### config.mk
export PLATFORM = sky130hd
export DESIGN_NAME = smpe_front
export DESIGN_NICKNAME = d
export VERILOG_FILES = /design/src/rtl/smpe_pkg.sv /design/src/rtl/smpe_front.sv
export VERILOG_INCLUDE_DIRS = /design/src /design/src/rtl
export SDC_FILE = /design/constraint.sdc
export NUM_CORES = 1
export LEC_CHECK = 0
export ABC_AREA = 1
export BUFFER_PORTS_ARGS = -buffer_cell sky130_fd_sc_hd__buf_2
export CAP_MARGIN = 20
export CORE_MARGIN = 5
export CORE_UTILIZATION = 42
export DETAILED_ROUTE_END_ITERATION = 6
export PLACE_DENSITY = 0.68
export SYNTH_ARGS = -nofsm -noshare
export SYNTH_HDL_FRONTEND = slang
export SYNTH_SLANG_ARGS = --single-unit
### constraint.sdc
create_clock -name clk -period 5.27 [get_ports clk]
set_clock_uncertainty 0.15 [all_clocks]
set_input_delay 0.2635 -clock clk [delete_from_list [all_inputs] [get_ports clk]]
set_output_delay 0.2635 -clock clk [all_outputs]
set_load 0.01 [all_outputs]
### src/rtl/stretched_mandelbrot_pixel_engine_top_macros.svh
// ----------------------------------------------------------------------------
// stretched_mandelbrot_pixel_engine_top_macros
// Assertion macros for the pixel engine; empty when synthesizing.
// ----------------------------------------------------------------------------
`ifndef STRETCHED_MANDELBROT_PIXEL_ENGINE_TOP_MACROS_SVH
`define STRETCHED_MANDELBROT_PIXEL_ENGINE_TOP_MACROS_SVH
`ifndef SYNTHESIS
`define SMPE_ASSERT(label, clk, rst, prop) \
  label: assert property (@(posedge clk) disable iff (rst) prop) else $error("assertion failed");
`define SMPE_ASSERT_NR(label, clk, prop) \
  label: assert property (@(posedge clk) prop) else $error("assertion failed");
`else
`define SMPE_ASSERT(label, clk, rst, prop)
`define SMPE_ASSERT_NR(label, clk, prop)
`endif
`endif

### src/rtl/smpe_pkg.sv
// ----------------------------------------------------------------------------
// smpe_pkg
// Types, constants and helpers shared by the pixel engine modules.
// ----------------------------------------------------------------------------
package smpe_pkg;
  localparam int FRAC_BITS  = 24;
  localparam int COUNT_BITS = 16;
  localparam int CFG_IDX_W  = 3;
  localparam int CFG_DATA_W = 48;

  localparam logic [CFG_IDX_W-1:0] REG_COEF_A = 3'd0;
  localparam logic [CFG_IDX_W-1:0] REG_COEF_B = 3'd1;
  localparam logic [CFG_IDX_W-1:0] REG_COEF_D = 3'd2;
  localparam logic [CFG_IDX_W-1:0] REG_ESCAPE = 3'd3;
  localparam logic [CFG_IDX_W-1:0] REG_MAXIT  = 3'd4;
  localparam logic [CFG_IDX_W-1:0] REG_CSCALE = 3'd5;
  localparam logic [CFG_IDX_W-1:0] REG_COFFS  = 3'd6;
  localparam logic [CFG_IDX_W-1:0] REG_WEIGHT = 3'd7;

  typedef struct packed {
    logic signed [31:0] point_re;
    logic signed [31:0] point_im;
    logic               last_sample;
  } in_item_t;

  typedef struct packed {
    logic [7:0] red;
    logic [7:0] green;
    logic [7:0] blue;
  } out_item_t;

  typedef struct packed {
    logic [CFG_IDX_W-1:0]  index;
    logic [CFG_DATA_W-1:0] data;
  } cfg_item_t;

  typedef struct packed {
    logic signed [31:0] coef_a;
    logic signed [31:0] coef_b;
    logic signed [31:0] coef_d;
    logic [47:0]        escape_sq;
    logic [15:0]        max_iter;
    logic [15:0]        colour_scale;
    logic [10:0]        colour_offset;
    logic [16:0]        sample_weight;
  } cfg_regs_t;

  // Classified sample handed from front to back
  typedef struct packed {
    logic signed [31:0]  point_re;
    logic signed [31:0]  point_im;
    logic                last_sample;
    logic [COUNT_BITS-1:0] limit;
  } job_t;

  typedef enum logic [3:0] {
    ST_IDLE, ST_MAG, ST_CHECK, ST_LIN, ST_LINSUM, ST_SQ, ST_SQMUL, ST_SQSUM,
    ST_HUE, ST_MOD, ST_WEIGHT, ST_ACC, ST_EMIT
  } eng_state_t;

  function automatic logic signed [31:0] sat32(input logic signed [65:0] v);
    if (v > 66'sd2147483647) return 32'sh7fffffff;
    if (v < -66'sd2147483648) return 32'sh80000000;
    return v[31:0];
  endfunction
endpackage

### src/rtl/smpe_front.sv
// ----------------------------------------------------------------------------
// smpe_front
// Register file, input acceptance and a two-entry job queue.
// ----------------------------------------------------------------------------
`include "stretched_mandelbrot_pixel_engine_top_macros.svh"
module smpe_front (
  input  logic                 clk,
  input  logic                 rst,
  input  logic                 cfg_valid,
  output logic                 cfg_ready,
  input  smpe_pkg::cfg_item_t  cfg,
  input  logic                 in_valid,
  output logic                 in_ready,
  input  smpe_pkg::in_item_t   in_data,
  output smpe_pkg::cfg_regs_t  regs,
  output logic                 job_valid,
  input  logic                 job_ready,
  output smpe_pkg::job_t       job
);
  smpe_pkg::job_t q [2];
  logic       wr_ptr, rd_ptr;
  logic [1:0] fill;
  smpe_pkg::job_t new_job;
  logic push, pop;

  assign cfg_ready = 1'b1;
  assign in_ready  = (fill != 2'd2);
  assign push      = in_valid && in_ready;
  assign pop       = job_valid && job_ready;
  assign job_valid = (fill != 2'd0);
  assign job       = q[rd_ptr];

  always_comb begin
    new_job.point_re    = in_data.point_re;
    new_job.point_im    = in_data.point_im;
    new_job.last_sample = in_data.last_sample;
    // saturate the limit to the counter range
    if (regs.max_iter > 16'((1 << smpe_pkg::COUNT_BITS) - 1))
      new_job.limit = smpe_pkg::COUNT_BITS'((1 << smpe_pkg::COUNT_BITS) - 1);
    else
      new_job.limit = smpe_pkg::COUNT_BITS'(regs.max_iter);
  end

  always_ff @(posedge clk) begin
    if (rst) begin
      regs.coef_a        <= 32'sd16777216;
      regs.coef_b        <= '0;
      regs.coef_d        <= 32'sd16777216;
      regs.escape_sq     <= 48'd67108864;
      regs.max_iter      <= 16'd255;
      regs.colour_scale  <= 16'd256;
      regs.colour_offset <= '0;
      regs.sample_weight <= 17'd65536;
    end else if (cfg_valid) begin
      unique case (cfg.index)
        smpe_pkg::REG_COEF_A: regs.coef_a        <= cfg.data[31:0];
        smpe_pkg::REG_COEF_B: regs.coef_b        <= cfg.data[31:0];
        smpe_pkg::REG_COEF_D: regs.coef_d        <= cfg.data[31:0];
        smpe_pkg::REG_ESCAPE: regs.escape_sq     <= cfg.data[47:0];
        smpe_pkg::REG_MAXIT:  regs.max_iter      <= cfg.data[15:0];
        smpe_pkg::REG_CSCALE: regs.colour_scale  <= cfg.data[15:0];
        smpe_pkg::REG_COFFS:  regs.colour_offset <= cfg.data[10:0];
        smpe_pkg::REG_WEIGHT: regs.sample_weight <= cfg.data[16:0];
        default: ;
      endcase
    end
  end

  always_ff @(posedge clk) begin
    if (rst) begin
      wr_ptr <= 1'b0;
      rd_ptr <= 1'b0;
      fill   <= 2'd0;
    end else begin
      if (push) wr_ptr <= ~wr_ptr;
      if (pop)  rd_ptr <= ~rd_ptr;
      fill <= fill + 2'(push) - 2'(pop);
    end
  end

  always_ff @(posedge clk) begin
    if (push) q[wr_ptr] <= new_job;
  end

  `SMPE_ASSERT(a_no_overfill, clk, rst, fill <= 2'd2)
  `SMPE_ASSERT(a_pop_nonempty, clk, rst, pop |-> fill != 2'd0)
  `SMPE_ASSERT(a_fill_track, clk, rst, (push && !pop && fill == 2'd1) |=> fill == 2'd2)
endmodule

### Yosys cells after proc, flatten, opt, wreduce, memory -nomap -nowiden

Memories as Yosys holds them, arrays and structs flattened. A register that Yosys moved wholly into a read port is not among the register bits.
Index checks and enable logic that the tools add are counted.

* register bits after elaboration: 208
* bits in writable memories: 162
* input port bits: 121
* output and inout bits: 288
* logic and storage cells: 42
* memories kept: 1

* add/sub/neg operators: 2
* magnitude comparators: 1
* equal/unequal tests: 8
* multiplexer cells: 5
* bitwise gates (word level): 2
* reduce and logical (&&, ||, !) cells: 12

Memories
* q: depth 2, width 81, read ports 1, clocked after Yosys merged registers in 1, wr ports 1, RTL line smpe_front.sv:20 `smpe_pkg::job_t q [2];`

Operators with widths (count)
* greater-than comparator 16 bit (second input constant): 1
* two-way mux 16 bit: 1
* AND reduction 2 bit: 8
* == test 3 bit (second input constant): 4
* == test 3 x 2 -> 1 bit (second input constant): 2
* two-way mux 1 bit: 4
* == test 3 x 1 -> 1 bit (second input constant): 1
* logical NOT 3 bit: 1
* adder 2 x 1 -> 2 bit: 1
* logical AND 1 bit: 2
* != test 2 bit (second input constant): 1
* inverter 1 bit: 2
* nonzero test 2 bit: 1
* subtractor 2 x 1 -> 2 bit: 1

### Depth between registers and ports, before layout

Gate-level depths: netlist of run 1.

* depth after elaboration: 4
* gate-level depth with buffers: 11
* depth with buffers taken out: 11

### Worst setup path after synthesis of run 1

Ideal clock, no wire load.

* kind: flip-flop to flip-flop
* start point: register fill[0]
* end point: memory q[1][0] (netlist name) (enable)
* library setup time: 0.523 ns
* arrival: 4.064 ns
* required time: 4.597 ns
* slack: 0.534 ns
* stages on the path, launching flop included: 5
* path buffers: 0
* clock period less this slack: 4.736 ns
* cells stage by stage: dfxtp_1 > inv_1 > nand2_1 > nand2_1 > nor2_1

* cells in the longest elaborated chain, start to end: 4

Ends and longest elaborated chain
* start, declared: RTL line smpe_front.sv:22 `logic [1:0] fill;`
* start signal, assigned: RTL line smpe_front.sv:77 `fill <= fill + 2'(push) - 2'(pop);`
* != test 2 bit: RTL line smpe_front.sv:27 `assign in_ready = (fill != 2'd2);`
* named net in_ready: RTL line smpe_front.sv:13 `output logic in_ready,`
* logical AND 1 bit: RTL line smpe_front.sv:28 `assign push = in_valid && in_ready;`
* two-way mux 1 bit: RTL line smpe_front.sv:82 `if (push) q[wr_ptr] <= new_job;`
* two-way mux 1 bit (implied by the code): RTL line smpe_front.sv:82
* end, declared: RTL line smpe_front.sv:20

The timed path passes the listed nets, and every way through them passes these cells.

==> results of run 1 <==
==> worst max-delay path by stage <==
| stage | start | end | slack, ns |
|---|---|---|---|
| final | flip-flop | job[29] | 2.47 |
| after global routing | flip-flop | job[24] | 2.36 |
| after CTS | flip-flop | job[24] | 2.43 |
| after detailed placement | cfg[49] | regs[69] | 2.86 |
| after global placement | cfg[49] | regs[94] | 2.91 |
| after floorplan | fill[0] | q[1][0] | 0.53 |
==> worst register-to-register path: cells and delay by family, from the launching register on <==
kind | cells | cell delay (ns)
simple gates | 3 | 0.58
flops | 1 | 0.35
buf+inv | 2 | 0.86
==> cell families after synthesis <==
kind of cell	after synthesis
adders and majority gates	1
DFF	371
muxes	81
AOI/OAI and AO/OA	193
buffers and inverters	89
xor gates and xnor gates	1
other	1
and+or+nand+nor	454
==> through the flow <==
| stage | hold WS [ns] | cells | area (µm²) | total power [mW] | setup WS (ns) |
|---|---|---|---|---|---|
| 6_report | 0.00354 | 2114 | 17600 | 7.03 | 2.47 |
| 5_1_grt | 0.0112 | 2114 | 17600 | 7.36 | 2.36 |
| 4_1_cts | 0.00256 | 2114 | 17600 | 7.08 | 2.43 |
| 3_5_place_dp | 0.297 | 1937 | 15400 | 4.55 | 2.86 |
| 3_3_place_gp | 0.291 | 1937 | 15400 | 4.52 | 2.91 |
| 2_1_floorplan | 0.185 | 1191 | 13200 | 4.09 | 0.534 |
==> layout make-up <==
type | instances | area, µm² | share of cell area [%]
sequential | 371 | 9050 | 51.4
multi-input combinational | 731 | 3680 | 20.9
timing repair buffer | 521 | 3170 | 18.0
clock buffer | 60 | 1070 | 6.10
tap | 402 | 503 | 2.85
inverter | 21 | 83.8 | 0.476
clock inverter | 8 | 58.8 | 0.334
==> registers in the layout (all words and copies together), names as in the netlist, named ones only <==
register  flops
regs        204
q           162
fill          2
rd_ptr        1
wr_ptr        1
==> cells in the final DEF (no fill, tap or decap) <==
cell / count
a21oi_1: 2
buf_2: 407
buf_4: 5
clkbuf_1: 19
clkbuf_16: 39
clkbuf_8: 2
clkinv_1: 3
clkinv_2: 5
clkinv_8: 2
conb_1: 1
dfxtp_1: 208
dfxtp_4: 1
dlygate4sd3_1: 109
edfxtp_1: 162
ha_1: 1
inv_1: 10
inv_2: 8
inv_4: 1
mux2_2: 81
nand2_1: 35
nand2_2: 7
nand2_4: 1
nand3_1: 14
nor2_1: 391
nor2_2: 1
nor2_4: 4
nor3_1: 1
o21ai_0: 171
o21ai_1: 20
xnor2_1: 1
==> layer usage <==
| metal | vias up | GRT usage (%) |
|---|---|---|
| met5 | - | 0 |
| met4 | 0 | 7.37 |
| met3 | 87 | 8.45 |
| met2 | 470 | 36.5 |
| met1 | 4942 | 27.0 |
| li1 | 4976 | - |
==> where the power goes <==
group	leakage, nW	internal [mW]	switching (mW)
logic	3.68	0.508	0.677
clock network	0.548	1.41	1.06
registers	3.19	3.28	0.105
total	7.41	5.19	1.84
==> flow_summary.toml, run 1 <==
[setup_path]
cp.required_ns = 4.86
reg2reg_to = "q[1][11]"
startpoint_type = "flip-flop"
crit_family = "buffers and inverters"
reg2regPathDepth = 5
cpPeakStageDelay_ns = 0.62
cp.arrival_ns = 2.38
crit_type = "reg -> out"
r2r_start = "fill[0]"
worst-path-buf-inv = 2
r2r_setup_slack_ns = 2.84
cp.depth = 3
endpoint_kind = "primary output"
crit_chain = "buf_4, mux2_2, buf_2"
crit_slowest_cell = "dfxtp_4"
critPathMaxFanout = 52

[synth]
synth.most_common_cell = "nor2_1"
synthMuxAreaShare_pct = 6.90
synth_common_cells = "393 x nor2_1, 209 x dfxtp_1, 171 x o21ai_0"
syn_area_um2 = 13200
yosysTopAreaCell = "edfxtp_1"
synth.distinct_cells = 27
synth_area_leaders = "edfxtp_1 37%, dfxtp_1 32%, nor2_1 11%, mux2_2 6.9%, o21ai_0 6.5%"
synth_compound_area_share_pct = 7.31
synth_async_sr_flop_share_pct = 0
synth_simple_gate_area_share_pct = 13.4
synthCells = 1191
synthFlopType = "dfxtp_1"
synth_edf_count = 162
ys_ff_latch = 371
synth-xor-area-share_pct = 0.0663
yosysSeqAreaShare_pct = 68.5
synth_nets = 1313
yosysWarnings = 0
syn_avg_cell_area_um2 = 11.1
synth_top_family_by_area = "simple AND/OR/NAND/NOR gates"
synth_adder_area_share_pct = 0.0947
yosysTopAreaCellShare_pct = 36.8

[die]
placementRows = 65
ios = 409
die_x_um = 187
die-area_um2 = 35100
die_h_um = 187
core_um2 = 31300
start_util_pct = 42.2

[clock_network]
cts_buffers = 39
hold_buffers = 109
clockBufferDepth = 3
htreeDepth = 2
cts.repair.resized = 0
clock_latency_ns = 0.51
post_cts_buffers = 0
cts_sinks = 371
clk_pin_slew_worst_paths_ns = 0.06
cts_tree = "done"
cts-root-buf = "clkbuf_16"

[layout]
finalNetCount = 1807
n_antenna_cell = 0
syn_to_final_growth_pct = 33.3
n_fill_cell = 2564
utilization_pct = 56.3
drive_above_1_share_pct = 32.9

[timing]
drv_slew = 0
min_period_ns = 2.80
setup_viol = 0
fmax_ghz = 0.357
finalHoldViolations = 0
tns_ns = 0
worst_slew_pin_slew_ns = 1.04
relSlewSlack_pct = 30.5
min_period_over_period_pct = 53.1
rsz0062_at_grt = "false"

[power]
ir_worst_vdd_mv = 0.281
p_leak_nw = 7.41
powerDensity_nw_per_um2 = 399

[grt]
grt_pass1_wl_um = 62400
grt_pass1_vias = 10700
grtUsageTotal_pct = 22.2
grt_max_degree = 97
grt_overflow_total = 0
antenna_found_initial = 0

[hold_path]
hold_depth = 3
hp-class = "in -> reg"
min_to = "regs[5]"
worstHoldStart = "cfg[5]"

[route]
drt_iter0_markers = 417
top_layer = "met4"
first_pass_iters = 4
wirelength_met1_um = 16000
drc = 0
wl_um = 40100
ant_nets = 0
wl_met2_um = 18500
vias = 10500
avgViaCountPerCell = 4.96
avgRoutedWirePerCell_um = 19.0
wl_met3_um = 4240

[placement]
gp_congestion = 0.801
hpwl_um = 25500
port_buffers = 407

[run_status]
status = "finished clean"

[job]
cap_violations = 0
Power figures use the tool's default switching activity.
==> run 2: changes to the inputs <==
==> constraint.sdc (replaced) <==
create_clock -name clk -period 2.8 [get_ports clk]
set_clock_uncertainty 0.15 [all_clocks]
set_input_delay 0.14 -clock clk [delete_from_list [all_inputs] [get_ports clk]]
set_output_delay 0.14 -clock clk [all_outputs]
set_load 0.01 [all_outputs]
==> flow_summary.toml, run 2 (synthesized netlist as in run 1, its figures left out) <==
[route]
avgRoutedWirePerCell_um = 18.4
first_pass_iters = 5
drt_iter0_markers = 536
drc = 0
ant_nets = 0
avgViaCountPerCell = 4.91
wl_um = 39200
vias = 10500

[clock_network]
cts-root-buf = "clkbuf_16"
cts_tree = "done"
htreeDepth = 2
cts_sinks = 371
clk_pin_slew_worst_paths_ns = 0.06
post_cts_buffers = 0
clock_latency_ns = 0.51
cts_buffers = 39
clockBufferDepth = 3

[layout]
reg_top3 = "regs x204, q x162, fill x2"
n_fill_cell = 2609
syn_to_final_growth_pct = 36.3
drive_above_1_share_pct = 33.6
largest_reg_flops = 204
layout_common_cells = "407 x buf_2, 391 x nor2_1, 208 x dfxtp_1"
fin_cells = 2136
top_register = "regs"
final_common_cell = "buf_2"
final_area_um2 = 18000
finalNetCount = 1824
seq_area_um2 = 9050
multi_input_area_um2 = 3680

[placement]
port_buffers = 407
place_area_um2 = 15500
gp_congestion = 0.789
dpl_worst_slack_ns = 0.840
dp.cells = 1944
hpwl_um = 25200

[grt]
top_usage_layer = "met2"
met1_usage_pct = 26.9
grtUsageTotal_pct = 21.6
grt_pass1_wl_um = 61300
gr-usage-met3_pct = 6.98
grt_max_degree = 111
grt_pass1_vias = 10800
grt_overflow_total = 0
antenna_found_initial = 2
grtUsageMet2_pct = 36.7

[hold_path]
worstHoldStart = "cfg[49]"
hold_depth = 5
hp-class = "in -> reg"
min_to = "regs[16]"

[run_status]
status = "finished clean"

[power]
power.total_mw = 13.8
ir_worst_vdd_mv = 0.652
p_leak_nw = 7.60
powerDensity_nw_per_um2 = 768

[setup_path]
reg2reg_to = "q[1][18]"
endpoint_kind = "primary output"
r2r_start = "fill[0]"
cp.required_ns = 2.51
reg2regPathDepth = 5
startpoint_type = "flip-flop"
r2r_setup_slack_ns = 0.83
crit_type = "reg -> out"
critPathMaxFanout = 32
cp.arrival_ns = 2.02

[timing]
relSlewSlack_pct = 50.1
finalHoldViolations = 0
worst_slew_pin_slew_ns = 0.748
min_period_over_period_pct = 82.5
fin_ws_ns = 0.489
min_period_ns = 2.31
fmax_ghz = 0.433
rsz0062_at_grt = "false"
drv_slew = 0
setup_viol = 0

[die]
placementRows = 65
core_um2 = 31300
ios = 409
die_h_um = 187
start_util_pct = 42.2
die_x_um = 187
die-area_um2 = 35100

[job]
cap_violations = 0
-- run 2: worst max-delay path: stages, from the launching register on --
cell and delay [ns]:
dfxtp_4 0.64, buf_4 0.33, mux2_2 0.39, buf_2 0.15
-- run 2: repair_timing --
action                                 4_1_cts  5_1_grt
hold buffers                               119        0
gates resized for setup                      0        0
endpoints found under the hold margin      339        0
-- run 2: layout make-up --
type / instances / area share [%]
antenna: 1 / 0.0139
timing repair buffer: 538 / 18.7
multi-input combinational: 731 / 20.4
sequential: 371 / 50.2
clock buffer: 50 / 5.98
tap: 402 / 2.79
clock inverter: 22 / 1.38
inverter: 21 / 0.465
-- run 2: how the worst max path moves through the flow --
stage / endpoint / cells after the start
finish: job[26] / 3
global route: job[26] / 3
CTS: job[26] / 3
detailed placement: q[1][16] / 5
global placement: q[1][18] / 5
floorplan: q[1][0] / 4
-- run 2: power by group --
group	total [mW]	switching [mW]	internal, mW
Combinational	2.25	1.24	1.01
Clock	5.23	2.03	3.19
Sequential	6.36	0.196	6.16
-- run 2: metal layers --
layer | share of wire [%] | up-vias | wire length (µm)
li1 | - | 5043 | -
met1 | 40 | 4914 | 15700
met2 | 48 | 468 | 18900
met3 | 9.7 | 66 | 3790
met4 | 2.1 | 2 | 818
met5 | 0.018 | - | 7
-- run 2: per-stage QoR --
step           utilization, %  TNS [ns]  hold slack (ns)
3_5_place_dp             49.5         0            0.182
5_1_grt                  57.6         0           0.0176
4_1_cts                  57.5         0         0.000401
6_report                 57.6         0          0.00769
3_3_place_gp             49.5         0            0.179
2_1_floorplan               -    -92.66           0.0612
